--- config.mk ---
export PLATFORM = sky130hd
export DESIGN_NAME = i2c_master_transfer_sequencer_core
export DESIGN_NICKNAME = d
export VERILOG_FILES = /design/src/i2cmts_pkg.sv /design/src/i2c_master_transfer_sequencer_core.sv
export SDC_FILE = /design/constraint.sdc
export NUM_CORES = 1
export LEC_CHECK = 0
export BUFFER_PORTS_ARGS = -buffer_cell sky130_fd_sc_hd__buf_4
export CORE_MARGIN = 2
export CORE_UTILIZATION = 59
export DETAILED_ROUTE_END_ITERATION = 6
export GPL_TIMING_DRIVEN = 1
export PLACE_DENSITY = 0.83
export SETUP_SLACK_MARGIN = 0.1
export SKIP_CTS_REPAIR_TIMING = 1
export SYNTH_ARGS = -nofsm -noshare
export SYNTH_HDL_FRONTEND = slang
export SYNTH_SLANG_ARGS = --single-unit
--- constraint.sdc ---
create_clock -name i_clk -period 3.3 [get_ports i_clk]
set_clock_uncertainty 0.15 [all_clocks]
set_input_delay 0.66 -clock i_clk [delete_from_list [all_inputs] [get_ports i_clk]]
set_output_delay 0.66 -clock i_clk [all_outputs]
set_load 0.005 [all_outputs]
--- src/i2cmts_pkg.sv ---
// Shared codes, types and the control program of the I2C transfer sequencer.
`timescale 1ns / 1ps
package i2cmts_pkg;

    typedef logic [2:0] t_pc;

    // Input opcodes
    localparam logic [2:0] OP_POLL    = 3'd0;
    localparam logic [2:0] OP_ENQUEUE = 3'd1;
    localparam logic [2:0] OP_INSTANT = 3'd2;
    localparam logic [2:0] OP_EVENT   = 3'd3;
    localparam logic [2:0] OP_REPLY   = 3'd4;

    // Bus status codes
    localparam logic [3:0] BS_START   = 4'd0;
    localparam logic [3:0] BS_RESTART = 4'd1;
    localparam logic [3:0] BS_SLAR_ACK = 4'd2;
    localparam logic [3:0] BS_SLAW_ACK = 4'd3;
    localparam logic [3:0] BS_RX_ACK  = 4'd4;
    localparam logic [3:0] BS_RX_NACK = 4'd5;
    localparam logic [3:0] BS_TX_ACK  = 4'd6;
    localparam logic [3:0] BS_TX_NACK = 4'd7;

    // Client status codes
    localparam logic [2:0] ST_RX_FAIL  = 3'd0;
    localparam logic [2:0] ST_TX_FAIL  = 3'd1;
    localparam logic [2:0] ST_RX_READY = 3'd2;
    localparam logic [2:0] ST_BYTE_RX  = 3'd3;
    localparam logic [2:0] ST_LAST_RX  = 3'd4;
    localparam logic [2:0] ST_TX_READY = 3'd5;
    localparam logic [2:0] ST_BYTE_TX  = 3'd6;
    localparam logic [2:0] ST_NACK     = 3'd7;

    // Bus commands
    localparam logic [2:0] CMD_START   = 3'd0;
    localparam logic [2:0] CMD_SEND    = 3'd1;
    localparam logic [2:0] CMD_RX_ACK  = 3'd2;
    localparam logic [2:0] CMD_RX_NACK = 3'd3;
    localparam logic [2:0] CMD_STOP    = 3'd4;

    // Result kinds
    localparam logic [1:0] KIND_ENQ    = 2'd0;
    localparam logic [1:0] KIND_STATUS = 2'd1;
    localparam logic [1:0] KIND_CMD    = 2'd2;

    // Transfer phase; bit 3 marks a pending client reply
    localparam logic [3:0] PH_IDLE       = 4'd0;
    localparam logic [3:0] PH_SLA_R      = 4'd1;
    localparam logic [3:0] PH_SLA_W      = 4'd2;
    localparam logic [3:0] PH_SLA_R_SENT = 4'd3;
    localparam logic [3:0] PH_SLA_W_SENT = 4'd4;
    localparam logic [3:0] PH_READ       = 4'd5;
    localparam logic [3:0] PH_WRITE      = 4'd6;
    localparam logic [3:0] PH_CLOSING    = 4'd7;
    localparam logic [3:0] PH_WAIT       = 4'd8;

    // Micro-operations
    localparam logic [2:0] UOP_DISPATCH = 3'd0;
    localparam logic [2:0] UOP_POLL     = 3'd1;
    localparam logic [2:0] UOP_SCAN     = 3'd2;
    localparam logic [2:0] UOP_INSTANT  = 3'd3;
    localparam logic [2:0] UOP_EVENT    = 3'd4;
    localparam logic [2:0] UOP_REPLY    = 3'd5;
    localparam logic [2:0] UOP_FINISH   = 3'd6;
    localparam logic [2:0] UOP_NOP      = 3'd7;

    // Branch conditions; a step whose condition fails ends the item
    localparam logic [2:0] COND_NONE      = 3'd0;
    localparam logic [2:0] COND_OPCODE    = 3'd1;
    localparam logic [2:0] COND_SCAN_MORE = 3'd2;
    localparam logic [2:0] COND_EV_CLOSE  = 3'd3;
    localparam logic [2:0] COND_WAITING   = 3'd4;

    // Program addresses
    localparam t_pc PC_DISPATCH = 3'd0;
    localparam t_pc PC_POLL     = 3'd1;
    localparam t_pc PC_SCAN     = 3'd2;
    localparam t_pc PC_INSTANT  = 3'd3;
    localparam t_pc PC_EVENT    = 3'd4;
    localparam t_pc PC_REPLY    = 3'd5;
    localparam t_pc PC_FINISH   = 3'd6;

    typedef struct packed {
        logic [2:0] uop;
        logic [2:0] cond;
        t_pc        branch;
        logic       emits;
    } t_uword;

    function automatic t_uword uc_rom(input t_pc pc);
        t_uword w;
        unique case (pc)
            PC_DISPATCH: w = '{uop: UOP_DISPATCH, cond: COND_OPCODE,
                               branch: PC_DISPATCH, emits: 1'b0};
            PC_POLL:     w = '{uop: UOP_POLL, cond: COND_NONE,
                               branch: PC_DISPATCH, emits: 1'b1};
            PC_SCAN:     w = '{uop: UOP_SCAN, cond: COND_SCAN_MORE,
                               branch: PC_SCAN, emits: 1'b1};
            PC_INSTANT:  w = '{uop: UOP_INSTANT, cond: COND_NONE,
                               branch: PC_DISPATCH, emits: 1'b0};
            PC_EVENT:    w = '{uop: UOP_EVENT, cond: COND_EV_CLOSE,
                               branch: PC_FINISH, emits: 1'b1};
            PC_REPLY:    w = '{uop: UOP_REPLY, cond: COND_WAITING,
                               branch: PC_FINISH, emits: 1'b0};
            PC_FINISH:   w = '{uop: UOP_FINISH, cond: COND_NONE,
                               branch: PC_DISPATCH, emits: 1'b1};
            default:     w = '{uop: UOP_NOP, cond: COND_NONE,
                               branch: PC_DISPATCH, emits: 1'b0};
        endcase
        return w;
    endfunction

    function automatic t_pc entry_pc(input logic [2:0] op);
        t_pc pc;
        unique case (op)
            OP_POLL:    pc = PC_POLL;
            OP_ENQUEUE: pc = PC_SCAN;
            OP_INSTANT: pc = PC_INSTANT;
            OP_EVENT:   pc = PC_EVENT;
            OP_REPLY:   pc = PC_REPLY;
            default:    pc = PC_DISPATCH;
        endcase
        return pc;
    endfunction

endpackage

--- src/i2c_master_transfer_sequencer_core.sv ---
// Microcoded I2C master transfer sequencer with a ring of transfer requests.
// Steps per item: poll, instant and plain bus event items run accept, dispatch and one step;
// a closing-read event and a client reply to a pending status add a finish step; an enqueue
// scans one slot per cycle while the output register is not full. The result is registered,
// and a full output register stalls an emitting step.
// Sync active-low reset clears phase, slot valid bits, head, flags and held status.
`timescale 1ns / 1ps
module i2c_master_transfer_sequencer_core
    import i2cmts_pkg::*;
#(
    parameter int QUEUE_DEPTH = 4
) (
    input  logic       i_clk,
    input  logic       i_rst_n,
    input  logic       i_in_valid,
    output logic       o_in_ready,
    input  logic [2:0] i_opcode,
    input  logic [6:0] i_address,
    input  logic       i_is_transmit,
    input  logic [3:0] i_client_tag,
    input  logic       i_bus_idle,
    input  logic [3:0] i_bus_status,
    input  logic [7:0] i_rx_byte,
    input  logic       i_keep_going,
    input  logic       i_has_tx_byte,
    input  logic [7:0] i_tx_byte,
    output logic       o_out_valid,
    input  logic       i_out_ready,
    output logic [1:0] o_result_kind,
    output logic       o_accepted,
    output logic [3:0] o_target_tag,
    output logic [2:0] o_client_status,
    output logic [7:0] o_data_byte,
    output logic [2:0] o_bus_command,
    output logic       o_last
);

    localparam int HW = $clog2(QUEUE_DEPTH);
    localparam logic [HW-1:0] IDX_LAST = HW'(QUEUE_DEPTH - 1);

    // Sequencer
    logic            r_busy;
    t_pc             r_pc;
    t_uword          w;
    logic            step_en;
    logic            take;
    t_pc             target;

    // Latched input item
    logic [2:0]      r_opcode;
    logic [6:0]      r_address;
    logic            r_is_transmit;
    logic [3:0]      r_tag;
    logic            r_bus_idle;
    logic [3:0]      r_bus_status;
    logic [7:0]      r_rx_byte;
    logic            r_keep;
    logic            r_has_tx;
    logic [7:0]      r_tx_byte;

    // Transfer state
    logic [3:0]             r_phase, n_phase;
    logic [QUEUE_DEPTH-1:0] r_slot_valid, n_slot_valid;
    logic [7:0]             r_slot_addr_dir [QUEUE_DEPTH];
    logic [3:0]             r_slot_client [QUEUE_DEPTH];
    logic [HW-1:0]          r_head, n_head;
    logic                   r_instant, n_instant;
    logic [2:0]             r_held_status, n_held_status;
    logic                   r_held_nack, n_held_nack;

    // Scan and finish operands
    logic [HW-1:0]   r_scan_ptr, n_scan_ptr;
    logic [HW-1:0]   r_scan_cnt, n_scan_cnt;
    logic            r_fin_closing, n_fin_closing;
    logic            r_fin_ret, n_fin_ret;
    logic            r_fin_nack, n_fin_nack;
    logic            r_fin_has_tx, n_fin_has_tx;
    logic [7:0]      r_fin_txb, n_fin_txb;

    // Slot write port
    logic            wr_en;
    logic [HW-1:0]   wr_idx;
    logic [7:0]      wr_addr_dir;

    // Emitted result
    logic            em;
    logic [1:0]      em_kind;
    logic            em_acc;
    logic [3:0]      em_tag;
    logic [2:0]      em_st;
    logic [7:0]      em_data;
    logic [2:0]      em_cmd;

    // Output register
    logic            r_out_valid;
    logic [1:0]      r_out_kind;
    logic            r_out_acc;
    logic [3:0]      r_out_tag;
    logic [2:0]      r_out_st;
    logic [7:0]      r_out_data;
    logic [2:0]      r_out_cmd;

    // Datapath helpers
    logic [7:0]      head_ad;
    logic            head_valid;
    logic [HW-1:0]   head_inc;
    logic [HW-1:0]   ptr_inc;
    logic            ev_skip;
    logic            c_opcode, c_scan_more, c_ev_close, c_waiting;
    logic [2:0]      ev_st;
    logic            ev_status;
    logic [3:0]      ev_phase;

    assign w        = uc_rom(r_pc);
    assign step_en  = r_busy && !(w.emits && r_out_valid && !i_out_ready);
    assign o_in_ready = !r_busy;

    assign head_ad    = r_slot_addr_dir[r_head];
    assign head_valid = r_slot_valid[r_head];
    assign head_inc   = (r_head == IDX_LAST) ? '0 : r_head + 1'b1;
    assign ptr_inc    = (r_scan_ptr == IDX_LAST) ? '0 : r_scan_ptr + 1'b1;
    assign wr_addr_dir = {r_address, ~r_is_transmit};

    assign ev_skip     = !head_valid || (r_phase == PH_IDLE) || r_phase[3];
    assign c_opcode    = (r_opcode <= OP_REPLY);
    assign c_scan_more = r_slot_valid[r_scan_ptr] && (r_scan_cnt != IDX_LAST);
    assign c_ev_close  = !ev_skip && (r_phase == PH_CLOSING);
    assign c_waiting   = r_phase[3];

    always_comb begin
        case (w.cond)
            COND_OPCODE:    take = c_opcode;
            COND_SCAN_MORE: take = c_scan_more;
            COND_EV_CLOSE:  take = c_ev_close;
            COND_WAITING:   take = c_waiting;
            default:        take = 1'b0;
        endcase
        target = (w.cond == COND_OPCODE) ? entry_pc(r_opcode) : w.branch;
    end

    // Status and next phase of a bus event, for the phase it arrives in
    always_comb begin
        ev_st     = ST_RX_FAIL;
        ev_status = 1'b1;
        ev_phase  = r_phase;
        unique case (r_phase) inside
            PH_SLA_R, PH_SLA_W: begin
                if (r_bus_status == BS_START || r_bus_status == BS_RESTART) begin
                    ev_status = 1'b0;
                    ev_phase  = (r_phase == PH_SLA_R) ? PH_SLA_R_SENT : PH_SLA_W_SENT;
                end else begin
                    ev_st = (r_phase == PH_SLA_R) ? ST_RX_FAIL : ST_TX_FAIL;
                end
            end
            PH_SLA_R_SENT: begin
                if (r_bus_status == BS_SLAR_ACK) begin
                    ev_st    = ST_RX_READY;
                    ev_phase = PH_READ;
                end
            end
            PH_SLA_W_SENT: begin
                ev_st = ST_TX_FAIL;
                if (r_bus_status == BS_SLAW_ACK) begin
                    ev_st    = ST_TX_READY;
                    ev_phase = PH_WRITE;
                end
            end
            PH_READ: begin
                if (r_bus_status == BS_RX_ACK) ev_st = ST_BYTE_RX;
                else if (r_bus_status == BS_RX_NACK) ev_st = ST_LAST_RX;
            end
            PH_WRITE: begin
                ev_st = ST_TX_FAIL;
                if (r_bus_status == BS_TX_ACK) ev_st = ST_BYTE_TX;
                else if (r_bus_status == BS_TX_NACK) ev_st = ST_NACK;
            end
            default: ev_status = 1'b0;
        endcase
    end

    always_comb begin
        n_phase       = r_phase;
        n_slot_valid  = r_slot_valid;
        n_head        = r_head;
        n_instant     = r_instant;
        n_held_status = r_held_status;
        n_held_nack   = r_held_nack;
        n_scan_ptr    = r_scan_ptr;
        n_scan_cnt    = r_scan_cnt;
        n_fin_closing = r_fin_closing;
        n_fin_ret     = r_fin_ret;
        n_fin_nack    = r_fin_nack;
        n_fin_has_tx  = r_fin_has_tx;
        n_fin_txb     = r_fin_txb;
        wr_en   = 1'b0;
        wr_idx  = r_head;
        em      = 1'b0;
        em_kind = KIND_CMD;
        em_acc  = 1'b0;
        em_tag  = 4'd0;
        em_st   = 3'd0;
        em_data = 8'd0;
        em_cmd  = 3'd0;
        if (step_en) begin
            unique case (w.uop)
                UOP_DISPATCH: begin
                    n_scan_ptr = r_head;
                    n_scan_cnt = '0;
                end
                UOP_POLL: begin
                    if (r_phase == PH_IDLE && r_bus_idle && head_valid) begin
                        n_phase = head_ad[0] ? PH_SLA_R : PH_SLA_W;
                        em      = 1'b1;
                        em_cmd  = CMD_START;
                    end
                end
                UOP_SCAN: begin
                    if (!r_slot_valid[r_scan_ptr]) begin
                        n_slot_valid[r_scan_ptr] = (r_tag != 4'd0);
                        wr_en   = 1'b1;
                        wr_idx  = r_scan_ptr;
                        em      = 1'b1;
                        em_kind = KIND_ENQ;
                        em_acc  = 1'b1;
                    end else if (r_scan_cnt == IDX_LAST) begin
                        em      = 1'b1;
                        em_kind = KIND_ENQ;
                    end else begin
                        n_scan_ptr = ptr_inc;
                        n_scan_cnt = r_scan_cnt + 1'b1;
                    end
                end
                UOP_INSTANT: begin
                    n_slot_valid[r_head] = (r_tag != 4'd0);
                    wr_en     = 1'b1;
                    n_instant = 1'b1;
                end
                UOP_EVENT: begin
                    if (c_ev_close) begin
                        // read already closed: finish without a status
                        n_fin_closing = 1'b1;
                        n_fin_ret     = 1'b0;
                        n_fin_nack    = (r_bus_status == BS_RX_NACK);
                        n_fin_has_tx  = 1'b0;
                    end else if (!ev_skip) begin
                        em = 1'b1;
                        if (ev_status) begin
                            n_held_status = ev_st;
                            n_held_nack   = (r_bus_status == BS_RX_NACK);
                            n_phase       = ev_phase | PH_WAIT;
                            em_kind = KIND_STATUS;
                            em_tag  = r_slot_client[r_head];
                            em_st   = ev_st;
                            if (ev_st == ST_BYTE_RX || ev_st == ST_LAST_RX) em_data = r_rx_byte;
                        end else begin
                            n_phase = ev_phase;
                            em_cmd  = CMD_SEND;
                            em_data = head_ad;
                        end
                    end
                end
                UOP_REPLY: begin
                    n_phase       = {1'b0, r_phase[2:0]};
                    n_fin_closing = (r_held_status == ST_RX_FAIL) ||
                                    (r_held_status == ST_TX_FAIL) ||
                                    (r_held_status == ST_LAST_RX) ||
                                    (r_held_status == ST_NACK);
                    n_fin_ret     = r_keep;
                    n_fin_nack    = r_held_nack;
                    n_fin_has_tx  = r_has_tx;
                    n_fin_txb     = r_tx_byte;
                end
                UOP_FINISH: begin
                    if (r_instant && (r_phase != PH_READ || r_fin_nack)) begin
                        // pending instant request: restart on the new head
                        n_phase   = head_ad[0] ? PH_SLA_R : PH_SLA_W;
                        n_instant = 1'b0;
                        em        = 1'b1;
                        em_cmd    = CMD_START;
                    end else if (!r_fin_ret && !r_fin_closing &&
                                 (r_phase == PH_READ || r_phase == PH_SLA_R_SENT)) begin
                        n_phase = PH_CLOSING;
                        em      = 1'b1;
                        em_cmd  = CMD_RX_NACK;
                    end else if (!r_fin_ret || r_fin_closing ||
                                 (r_phase == PH_WRITE && !r_fin_has_tx)) begin
                        n_slot_valid[r_head] = 1'b0;
                        n_head  = head_inc;
                        n_phase = PH_IDLE;
                        if (r_phase != PH_SLA_R && r_phase != PH_SLA_W) begin
                            em     = 1'b1;
                            em_cmd = CMD_STOP;
                        end
                    end else if (r_phase == PH_READ) begin
                        em     = 1'b1;
                        em_cmd = CMD_RX_ACK;
                    end else if (r_phase == PH_WRITE) begin
                        em      = 1'b1;
                        em_cmd  = CMD_SEND;
                        em_data = r_fin_txb;
                    end
                end
                default: ;
            endcase
        end
    end

    // Sequencer, control state and output register
    always_ff @(posedge i_clk) begin
        if (!i_rst_n) begin
            r_busy        <= 1'b0;
            r_pc          <= PC_DISPATCH;
            r_phase       <= PH_IDLE;
            r_slot_valid  <= '0;
            r_head        <= '0;
            r_instant     <= 1'b0;
            r_held_status <= 3'd0;
            r_held_nack   <= 1'b0;
            r_out_valid   <= 1'b0;
        end else begin
            if (!r_busy && i_in_valid) begin
                r_busy <= 1'b1;
                r_pc   <= PC_DISPATCH;
            end else if (step_en) begin
                if (take) r_pc <= target;
                else r_busy <= 1'b0;
            end
            r_phase       <= n_phase;
            r_slot_valid  <= n_slot_valid;
            r_head        <= n_head;
            r_instant     <= n_instant;
            r_held_status <= n_held_status;
            r_held_nack   <= n_held_nack;
            if (em) r_out_valid <= 1'b1;
            else if (i_out_ready) r_out_valid <= 1'b0;
        end
    end

    // Payload registers
    always_ff @(posedge i_clk) begin
        if (!r_busy && i_in_valid) begin
            r_opcode      <= i_opcode;
            r_address     <= i_address;
            r_is_transmit <= i_is_transmit;
            r_tag         <= i_client_tag;
            r_bus_idle    <= i_bus_idle;
            r_bus_status  <= i_bus_status;
            r_rx_byte     <= i_rx_byte;
            r_keep        <= i_keep_going;
            r_has_tx      <= i_has_tx_byte;
            r_tx_byte     <= i_tx_byte;
        end
        r_scan_ptr    <= n_scan_ptr;
        r_scan_cnt    <= n_scan_cnt;
        r_fin_closing <= n_fin_closing;
        r_fin_ret     <= n_fin_ret;
        r_fin_nack    <= n_fin_nack;
        r_fin_has_tx  <= n_fin_has_tx;
        r_fin_txb     <= n_fin_txb;
        if (em) begin
            r_out_kind <= em_kind;
            r_out_acc  <= em_acc;
            r_out_tag  <= em_tag;
            r_out_st   <= em_st;
            r_out_data <= em_data;
            r_out_cmd  <= em_cmd;
        end
    end

    // Slot payload store
    always_ff @(posedge i_clk) begin
        if (wr_en) begin
            r_slot_addr_dir[wr_idx] <= wr_addr_dir;
            r_slot_client[wr_idx]   <= r_tag;
        end
    end

    assign o_out_valid     = r_out_valid;
    assign o_result_kind   = r_out_kind;
    assign o_accepted      = r_out_acc;
    assign o_target_tag    = r_out_tag;
    assign o_client_status = r_out_st;
    assign o_data_byte     = r_out_data;
    assign o_bus_command   = r_out_cmd;
    // every item yields at most one beat, so each beat is the final one
    assign o_last          = 1'b1;

endmodule
== Word level (Yosys, flattened, before mapping) ==
Memories as Yosys holds them, arrays and structs flattened. A register that Yosys moved wholly into a read port is not among the register bits.
Index checks and enable logic that the tools add are counted.
Cells by class
  add/subtract/negate cells: 3
  multipliers: 0
  div/mod/pow operators: 0
  $lt $le $gt $ge: 5
  equal/unequal tests: 63
  shift-type cells: 0
  muxes and demuxes: 115
  bitwise operators: 12
  reduce and logical (&&, ||, !) cells: 65
Operators by type and width (count)
  2-to-1 mux 8 bit: 9
  one-hot mux 10 bit (7 select lines): 1
  2-to-1 mux 4 bit: 14
  2-to-1 mux 2 bit: 19
  2-to-1 mux 1 bit: 36
  equality test 3 bit (second input constant): 11
  2-to-1 mux 3 bit: 11
  equality test 4 x 3 -> 1 bit (second input constant): 8
  one-hot mux 3 bit (5 select lines): 2
  equality test 3 x 2 -> 1 bit (second input constant): 9
  inequality test 2 bit (second input constant): 12
  one-hot mux 4 bit (3 select lines): 2
  equality test 4 x 2 -> 1 bit (second input constant): 4
  inequality test 4 bit (second input constant): 4
  one-hot mux 4 bit (4 select lines): 1
  one-hot mux 8 bit (2 select lines): 1
  equality test 3 x 1 -> 1 bit (second input constant): 5
  logical AND 1 bit: 15
  one-hot mux 1 bit (2 select lines): 7
  zero test 3 bit: 4
  one-hot mux 2 bit (2 select lines): 3
  logical OR 1 bit: 11
  NOT 1 bit: 10
  AND reduction 10 bit: 1
  other kinds (32): 63
Word-level totals
  flip-flop bits (word level): 91
  bits in latches: 0
  RAM bits: 48
  memory bits (read-only): 0
  bits of input ports: 42
  output and inout port bits: 24
  logic and storage cells: 297
  memories kept: 2
Memory list
  r_slot_addr_dir: words 4, bits a word 8, rd ports 1, clocked after memory_dff 1, wr ports 1, RTL line i2c_master_transfer_sequencer_core.sv:64  | logic [7:0] r_slot_addr_dir [QUEUE_DEPTH];
  r_slot_client: words 4, bits a word 4, rd ports 1, clocked after memory_dff 1, wr ports 1, RTL line i2c_master_transfer_sequencer_core.sv:65  | logic [3:0] r_slot_client [QUEUE_DEPTH];

== Longest topological paths before layout ==
Gate-level depths: netlist of the first run.
  depth in word-level cells: 11
  mapped depth: 8
  depth with buffers taken out: 7

== Worst setup path after synthesis of the first run ==
Ideal clock, no wire load.
  path type: input port to flip-flop
  start point: input i_in_valid
  end point: register r_address[0], enable pin
  setup time: 434 ps
  arrival time: 2318 ps
  data required time: 2716 ps
  slack: 398 ps
  stages: 2
  path buffers: 0
  path through: inv_1 > nor2_1
On the way
  cells in the longest elaborated chain, start to end: 1
RTL lines
  from (decl): RTL line i2c_master_transfer_sequencer_core.sv:15  | input logic i_in_valid,
  logical AND 1 bit: RTL line i2c_master_transfer_sequencer_core.sv:341  | if (!r_busy && i_in_valid) begin
  to (signal assigned): RTL line i2c_master_transfer_sequencer_core.sv:343  | r_address <= i_address;
  to (decl): RTL line i2c_master_transfer_sequencer_core.sv:51  | logic [6:0] r_address;
Every way passes these cells.
A chain may end at the register's enable or synchronous reset.

== Worst setup path in the final report of the first run ==
  start point: register r_pc[1]
  end point: memory r_slot_addr_dir[2][3], enable pin
On the way
  cells in the longest elaborated chain, start to end: 9
  elaborated cells between the ends (all ways): 20
  classes of those cells: eq/ne: 8; mux: 7; reduce/logical: 5
RTL lines
  from (decl): RTL line i2c_master_transfer_sequencer_core.sv:43  | t_pc r_pc;
  from (signal assigned): RTL line i2c_master_transfer_sequencer_core.sv:325  | if (take) r_pc <= target;
  equality test 3 bit, or another cell as far along: RTL line i2cmts_pkg.sv:92  | unique case (pc)
  one-hot mux 10 bit (7 select lines) *: RTL line i2cmts_pkg.sv:92
  parallel branches: the longest is 7 deep, another holds equality test 3 x 2 -> 1 bit
  to (decl): RTL line i2c_master_transfer_sequencer_core.sv:64
Mark *: on every way between the ends.

==> results of run 1 <==
-- layout by cell type, fill, tap and decap left out, drive strengths merged, types with 4 or more instances in the layout --
master,netlist,routed
nor2b,6,6
or3,8,8
clkinv,1,6
a32o,4,4
nand2,30,30
mux2,7,7
a22o,12,12
a41oi,4,4
nor2,36,36
a22oi,9,9
nor4b,4,4
clkbuf,6,20
nand3,5,5
buf,15,76
nor3,17,17
o21ai,18,18
nor4,5,5
mux4,13,13
ha,9,9
inv,18,21
nand2b,5,5
dfxtp,22,22
a21oi,22,22
and2,9,9
edfxtp,123,123
mux2i,7,7
-- final cells by class --
class	count	area (um^2)
clock inverters	12	109
well taps	140	175
inverters	19	71.3
clock buffers	20	425
multi-input cells	279	2190
fillers	702	3090
repair buffers	76	596
flip-flops and latches	145	4130
-- per-stage QoR --
step / instance area [um^2] / utilization, % / power (mW) / hold WS [ns] / instances
6_report: 7700 / 71.4 / 3.97 / 0.147 / 691
5_1_grt: 7700 / 71.4 / 4.07 / 0.128 / 691
4_1_cts: 7700 / 71.4 / 3.99 / 0.123 / 691
3_5_place_dp: 7170 / 66.4 / 2.26 / 0.255 / 659
3_3_place_gp: 7170 / 66.4 / 2.26 / 0.257 / 659
2_1_floorplan: 6510 / - / 2.18 / 0.250 / 464
-- kinds of logic after synthesis --
logic type | Yosys count | share of synthesized area (%)
and+or+nand+nor | 142 | 12.7
xor gates and xnor gates | 5 | 0.673
muxes | 27 | 7.02
AOI/OAI and AO/OA | 95 | 11.3
other | 1 | 0.0576
DFF | 145 | 63.5
buffers and inverters | 40 | 2.96
adders and majority gates | 9 | 1.73
-- power by group --
part	total, mW	internal (mW)	switching [mW]
sequential	2.07	2.03	0.0371
combinational	0.163	0.0750	0.0880
clock	1.74	1.00	0.741
total	3.97	3.10	0.866
-- flip-flops by register name, indices dropped and copies added (netlist names), 7 cells and up, named ones only --
signal	flops
r_address	7
r_tx_byte	8
r_slot_addr_dir	32
o_data_byte	8
r_rx_byte	8
r_fin_txb	8
r_slot_client	16
-- final timing paths --
check                           slack [ns]  depth (start not counted)                              end
worst max-delay path                  0.49                          7  r_slot_addr_dir[2][3]$_DFFE_PP_
worst min-delay path                  0.15                          1           r_tx_byte[3]$_DFFE_PP_
worst max register to register        0.49                          7  r_slot_addr_dir[2][3]$_DFFE_PP_
worst min register to register        0.28                          0           r_fin_txb[6]$_DFFE_PP_
-- layer usage --
layer	up-vias	wire (um)	global-route usage, %
met2	219	7040	41.7
met5	-	0	0
met1	2112	6000	34.1
li1	1948	-	-
met4	0	593	14.6
met3	49	994	5.62
==> qor.log, run 1 <==
[outcome] outcome finished, final reports clean
[critical_path] Critical-path top delay cell sky130_fd_sc_hd__dfxtp_1
[critical_path] crit path capture type flop
[grt] first-pass GRT wire length 22.6 mm
[synth] Yosys warnings 0
[sta] slew margin rel. 50.7%
[critical_path] R2R Path Start r_pc[1]$_SDFFE_PP0P_
[synth] count of unique library cells instantiated by Yosys 82
[clock_tree] clock transition at the register clock pins on the worst setup and hold paths after CTS 0.06 ns
[synth] share of the synthesized area in the top cell type 56.7%
[placed_design] worst-case setup slack after placement 0.561 ns
[sta] slew at the pin closest to its max-slew limit 0.735 ns
[floorplan] starting utilization of the core area 60.3%
[pwr] leakage 2.73 nW
[placed_design] Port-buffer cells 64
[critical_path] CP arrival 2.88 ns
[clock_tree] TritonCTS Sinks 145
[synth] count of flip-flops with a built-in enable after synthesis 123
[pwr] Peak VDD IR 490 uV
[critical_path] largest fanout on the critical path 21
[placed_design] DP Wirelength 10.2 mm
[placed_design] final estimated routing congestion in global placement 0.985
[critical_path] kind of cell with the highest combined delay on the critical path simple AND/OR/NAND/NOR gates
[grt] largest net degree at the start of global routing 22
[critical_path] CP cell instances or3_1 > and2_4 > a21oi_4 > nand2_1 > mux2i_1 > nor2_1 > buf_4
[floorplan] die span in x 109 um
[critical_path] startpoint type of the worst setup path flop
[routing] detailed-router iteration count before antenna repair 7
[critical_path] endpoint required time on the critical path 3.38 ns
[floorplan] die extent in y 109 um
[critical_path] worst path bufs/invs 1
[floorplan] Core Rows 38
[sta] hold violation total from the final report 0
[clock_tree] clock root buffer master sky130_fd_sc_hd__clkbuf_8
[final_layout] proportion of layout cells with a drive suffix above 1 27.8%
[grt] vias in the first global route 4,229
[final_layout] synthesis-to-layout area growth 18.3%
[synth] Top FF cell, synth sky130_fd_sc_hd__edfxtp_1
[flow_run] total of max-cap violations 0
[critical_path] Max stage delay on crit path 0.50 ns
[critical_path] WS Path Type flop to flop
[sta] peak clock frequency supported by timing 356 MHz
[routing] number of nets with antenna violations after detailed routing 0
[routing] post-detailed-route DRC marker count 0
[critical_path] beginning of the critical path r_pc[1]$_SDFFE_PP0P_
[sta] Sum Neg Setup Slack 0 ns
[synth] number of instances in the synthesized netlist 464
[synth] most instantiated library cell after synthesis sky130_fd_sc_hd__edfxtp_1
[routing] via count 4,328
[sta] Final Worst Setup Slack 0.495 ns
[floorplan] area of the core 10,800 um^2
[sta] time the final worst path needs with I/O delays and setup 2.81 ns
[floorplan] count of pins on the block boundary 66
[synth] net count after synthesis 515
[min_path] min-delay worst type input pin to flop
[final_layout] net count of the finished layout 589
[sta] final count of negative-setup-slack endpoints 0
[grt] overall fraction of global-route tracks in use 26.4%
[sta] number of pins with negative max-slew slack in the final report 0
[synth] mean area per synthesized cell 14.0 um^2
[synth] leading post-synthesis cells by cell area sky130_fd_sc_hd__edfxtp_1 (57%), sky130_fd_sc_hd__dfxtp_1 (6.8%), sky130_fd_sc_hd__mux4_2 (3.5%)
[clock_tree] TritonCTS clock tree built
[floorplan] die footprint 11,900 um^2
[synth] sequential share of the synthesized area 63.5%
[routing] DR WL/cell 21.2 um
[routing] final wirelength 14.6 mm
[sta] RSZ-0062 raised after global routing false
[routing] drt via density 6.26
[synth] flip-flop and latch count after synthesis 145
[synth] Yosys top cell by area sky130_fd_sc_hd__edfxtp_1
[clock_tree] total clock buffers created by CTS 17
[clock_tree] buffers from clock root to sink, at most 2
[clock_tree] maximum level of the CTS H-tree 4
[synth] Synth Cell Area 6510 um^2
[synth] most frequent cells after synthesis sky130_fd_sc_hd__edfxtp_1 (123), sky130_fd_sc_hd__nor2_1 (35), sky130_fd_sc_hd__nand2_1 (28)
[sta] final clock period utilization by the worst path 85.0%
[synth] asr flop ratio synth 0%
[final_layout] Antenna diodes 0
[grt] antenna violations before repair 0
[grt] remaining global-route overflow 0
[pwr] total power per unit cell area 515 nW/um^2
[routing] iteration-0 DRC count of the detailed router 386
[min_path] launch instance of the worst min-delay path i_tx_byte[3]
[clock_tree] clock latency on the worst-skew pair 0.53 ns
No activity file was read; power rests on OpenSTA's default activity.
==> inputs of run 2 (changes only) <==
--- a/config.mk
+++ b/config.mk
@@ -7,10 +7,10 @@
 export LEC_CHECK = 0
 export BUFFER_PORTS_ARGS = -buffer_cell sky130_fd_sc_hd__buf_4
 export CORE_MARGIN = 2
-export CORE_UTILIZATION = 59
+export CORE_UTILIZATION = 35
 export DETAILED_ROUTE_END_ITERATION = 6
 export GPL_TIMING_DRIVEN = 1
-export PLACE_DENSITY = 0.83
+export PLACE_DENSITY = 0.55
 export SETUP_SLACK_MARGIN = 0.1
 export SKIP_CTS_REPAIR_TIMING = 1
 export SYNTH_ARGS = -nofsm -noshare
==> qor.log, run 2 (same netlist as run 1, synthesis figures left out) <==
[critical_path] endpoint required time on the critical path 3.28 ns [-0.10 ns]
[clock_tree] clock latency on the worst-skew pair 0.42 ns [-0.11 ns]
[min_path] number of instances on the worst hold path 1 [unchanged]
[floorplan] starting utilization of the core area 36.0% [-24 points]
[min_path] min-delay worst type input pin to flop
[floorplan] area of the core 18,100 um^2 [+68%]
[final_layout] Storage cell area 4130 um^2 [unchanged]
[grt] antenna violations before repair 0 [unchanged]
[critical_path] R2R depth 5 [-2]
[critical_path] largest fanout on the critical path 16 [-24%]
[routing] post-detailed-route DRC marker count 0 [unchanged]
[routing] final wirelength 14.8 mm [+1.1%]
[final_layout] number of filler cells placed in the layout 1,592 [+130%]
[floorplan] die extent in y 140 um [+29%]
[final_layout] largest registers r_slot_addr_dir x32, r_slot_client x16
[placed_design] number of placed instances, taps included 757 [+15%]
[sta] peak clock frequency supported by timing 359 MHz [+0.60%]
[sta] RSZ-0062 raised after global routing false
[grt] overall fraction of global-route tracks in use 15.7% [-11 points]
[final_layout] synthesis-to-layout area growth 21.9%
[final_layout] cell area after layout 7940 um^2 [+3.1%]
[final_layout] Antenna diodes 0 [unchanged]
[routing] detailed-router iteration count before antenna repair 5 [-2]
[critical_path] WS Path Type flop to flop
[sta] final count of negative-setup-slack endpoints 0 [unchanged]
[final_layout] multi-input gate area in the final layout 2190 um^2 [unchanged]
[final_layout] net count of the finished layout 598 [+1.5%]
[final_layout] number of flip-flops in the largest register 32 [unchanged]
[flow_run] total of max-cap violations 0 [unchanged]
[clock_tree] clock root buffer master sky130_fd_sc_hd__clkbuf_16
[final_layout] most frequent cells in the layout sky130_fd_sc_hd__edfxtp_1 (123), sky130_fd_sc_hd__buf_4 (84), sky130_fd_sc_hd__nor2_1 (34)
[placed_design] worst-case setup slack after placement 0.577 ns [+0.0152 ns]
[clock_tree] buffers from clock root to sink, at most 2 [unchanged]
[grt] largest net degree at the start of global routing 23 [+4.5%]
[pwr] total power per unit cell area 527 nW/um^2 [+2.3%]
[clock_tree] total clock buffers created by CTS 17 [unchanged]
[placed_design] DP Wirelength 10.6 mm [+3.4%]
[routing] via count 4,090 [-5.5%]
[floorplan] Core Rows 49 [+29%]
[floorplan] count of pins on the block boundary 66 [unchanged]
[sta] Sum Neg Setup Slack 0 ns [unchanged]
[final_layout] final cell count without fillers 789 [+14%]
[sta] slew at the pin closest to its max-slew limit 0.731 ns [-0.00354 ns]
[sta] time the final worst path needs with I/O delays and setup 2.79 ns [-0.0168 ns]
[clock_tree] TritonCTS clock tree built
[floorplan] die span in x 140 um [+29%]
[final_layout] most flop-heavy register r_slot_addr_dir
[outcome] outcome finished, final reports clean
[sta] number of pins with negative max-slew slack in the final report 0 [unchanged]
[sta] hold violation total from the final report 0 [unchanged]
[routing] number of nets with antenna violations after detailed routing 0 [unchanged]
[clock_tree] TritonCTS Sinks 145 [unchanged]
[final_layout] leading cell type in the layout, fill and taps excluded sky130_fd_sc_hd__edfxtp_1
[critical_path] CP arrival 2.76 ns [-0.12 ns]
[sta] final clock period utilization by the worst path 84.5% [-0.51 points]
[placed_design] final estimated routing congestion in global placement 0.901 [-8.5%]
[final_layout] proportion of layout cells with a drive suffix above 1 29.5% [+1.7 points]
[placed_design] Placed Instance Area 7330 um^2 [+2.3%]
[sta] slew margin rel. 51.1% [+0.38 points]
[clock_tree] maximum level of the CTS H-tree 4 [unchanged]
[grt] first-pass GRT wire length 23.4 mm [+3.5%]
[sta] Final Worst Setup Slack 0.512 ns [+0.0168 ns]
[pwr] leakage 2.83 nW [+3.4%]
[routing] DR WL/cell 18.7 um [-11%]
[pwr] Peak VDD IR 445 uV [-9.1%]
[routing] drt via density 5.18 [-17%]
[critical_path] crit path capture type flop
[placed_design] Port-buffer cells 64 [unchanged]
[routing] iteration-0 DRC count of the detailed router 330 [-15%]
[clock_tree] clock transition at the register clock pins on the worst setup and hold paths after CTS 0.06 ns [about the same]
[grt] remaining global-route overflow 0 [unchanged]
[critical_path] startpoint type of the worst setup path flop
[floorplan] die footprint 19,700 um^2 [+66%]
[grt] vias in the first global route 4,274 [+1.1%]
[pwr] Total Power 4.19 mW [+5.5%]
run 2: cell type report:
cell class              instances  share of cell area [%]
repair buffers                 85                    8.20
inverters                      19                   0.898
clock buffers                  18                    5.41
clock inverters                14                    2.22
multi-input cells             279                    27.6
well taps                     229                    3.61
flip-flops and latches        145                    52.1
run 2: power breakdown:
part,switching (mW),internal [mW],total (mW)
logic,0.0934,0.0775,0.171
clock network,0.755,1.20,1.96
registers,0.0326,2.03,2.06
run 2: metal layers:
metal | up-vias | track usage, % | share of wire, %
met5 | - | 0 | 0
met4 | 0 | 6.91 | 2.7
met2 | 111 | 25.0 | 48
met3 | 28 | 3.52 | 4.1
li1 | 1967 | - | -
met1 | 1984 | 20.6 | 46
run 2: critical path, stage by stage, from the launching register on:
cell                       delay (ns)
sky130_fd_sc_hd__dfxtp_1         0.51
sky130_fd_sc_hd__nand2b_1        0.28
sky130_fd_sc_hd__or4_4           0.53
sky130_fd_sc_hd__a21oi_2         0.24
sky130_fd_sc_hd__o311a_1         0.49
sky130_fd_sc_hd__buf_4           0.27
run 2: stage by stage:
step / utilization (%) / hold WS [ns]
2_1_floorplan: - / 0.250
3_3_place_gp: 40.5 / 0.271
3_5_place_dp: 40.5 / 0.255
4_1_cts: 43.9 / 0.238
5_1_grt: 43.9 / 0.244
6_report: 43.9 / 0.259
run 2: final timing paths:
kind | slack, ns | end | startpoint
worst min-delay path | 0.26 | r_tx_byte[2]$_DFFE_PP_ | i_tx_byte[2]
worst max register to register | 0.51 | o_target_tag[3]$_SDFFCE_PP0P_ | r_phase[3]$_SDFFE_PN0P_
worst max-delay path | 0.51 | o_target_tag[3]$_SDFFCE_PP0P_ | r_phase[3]$_SDFFE_PN0P_
worst min register to register | 0.27 | r_fin_txb[5]$_DFFE_PP_ | r_tx_byte[5]$_DFFE_PP_
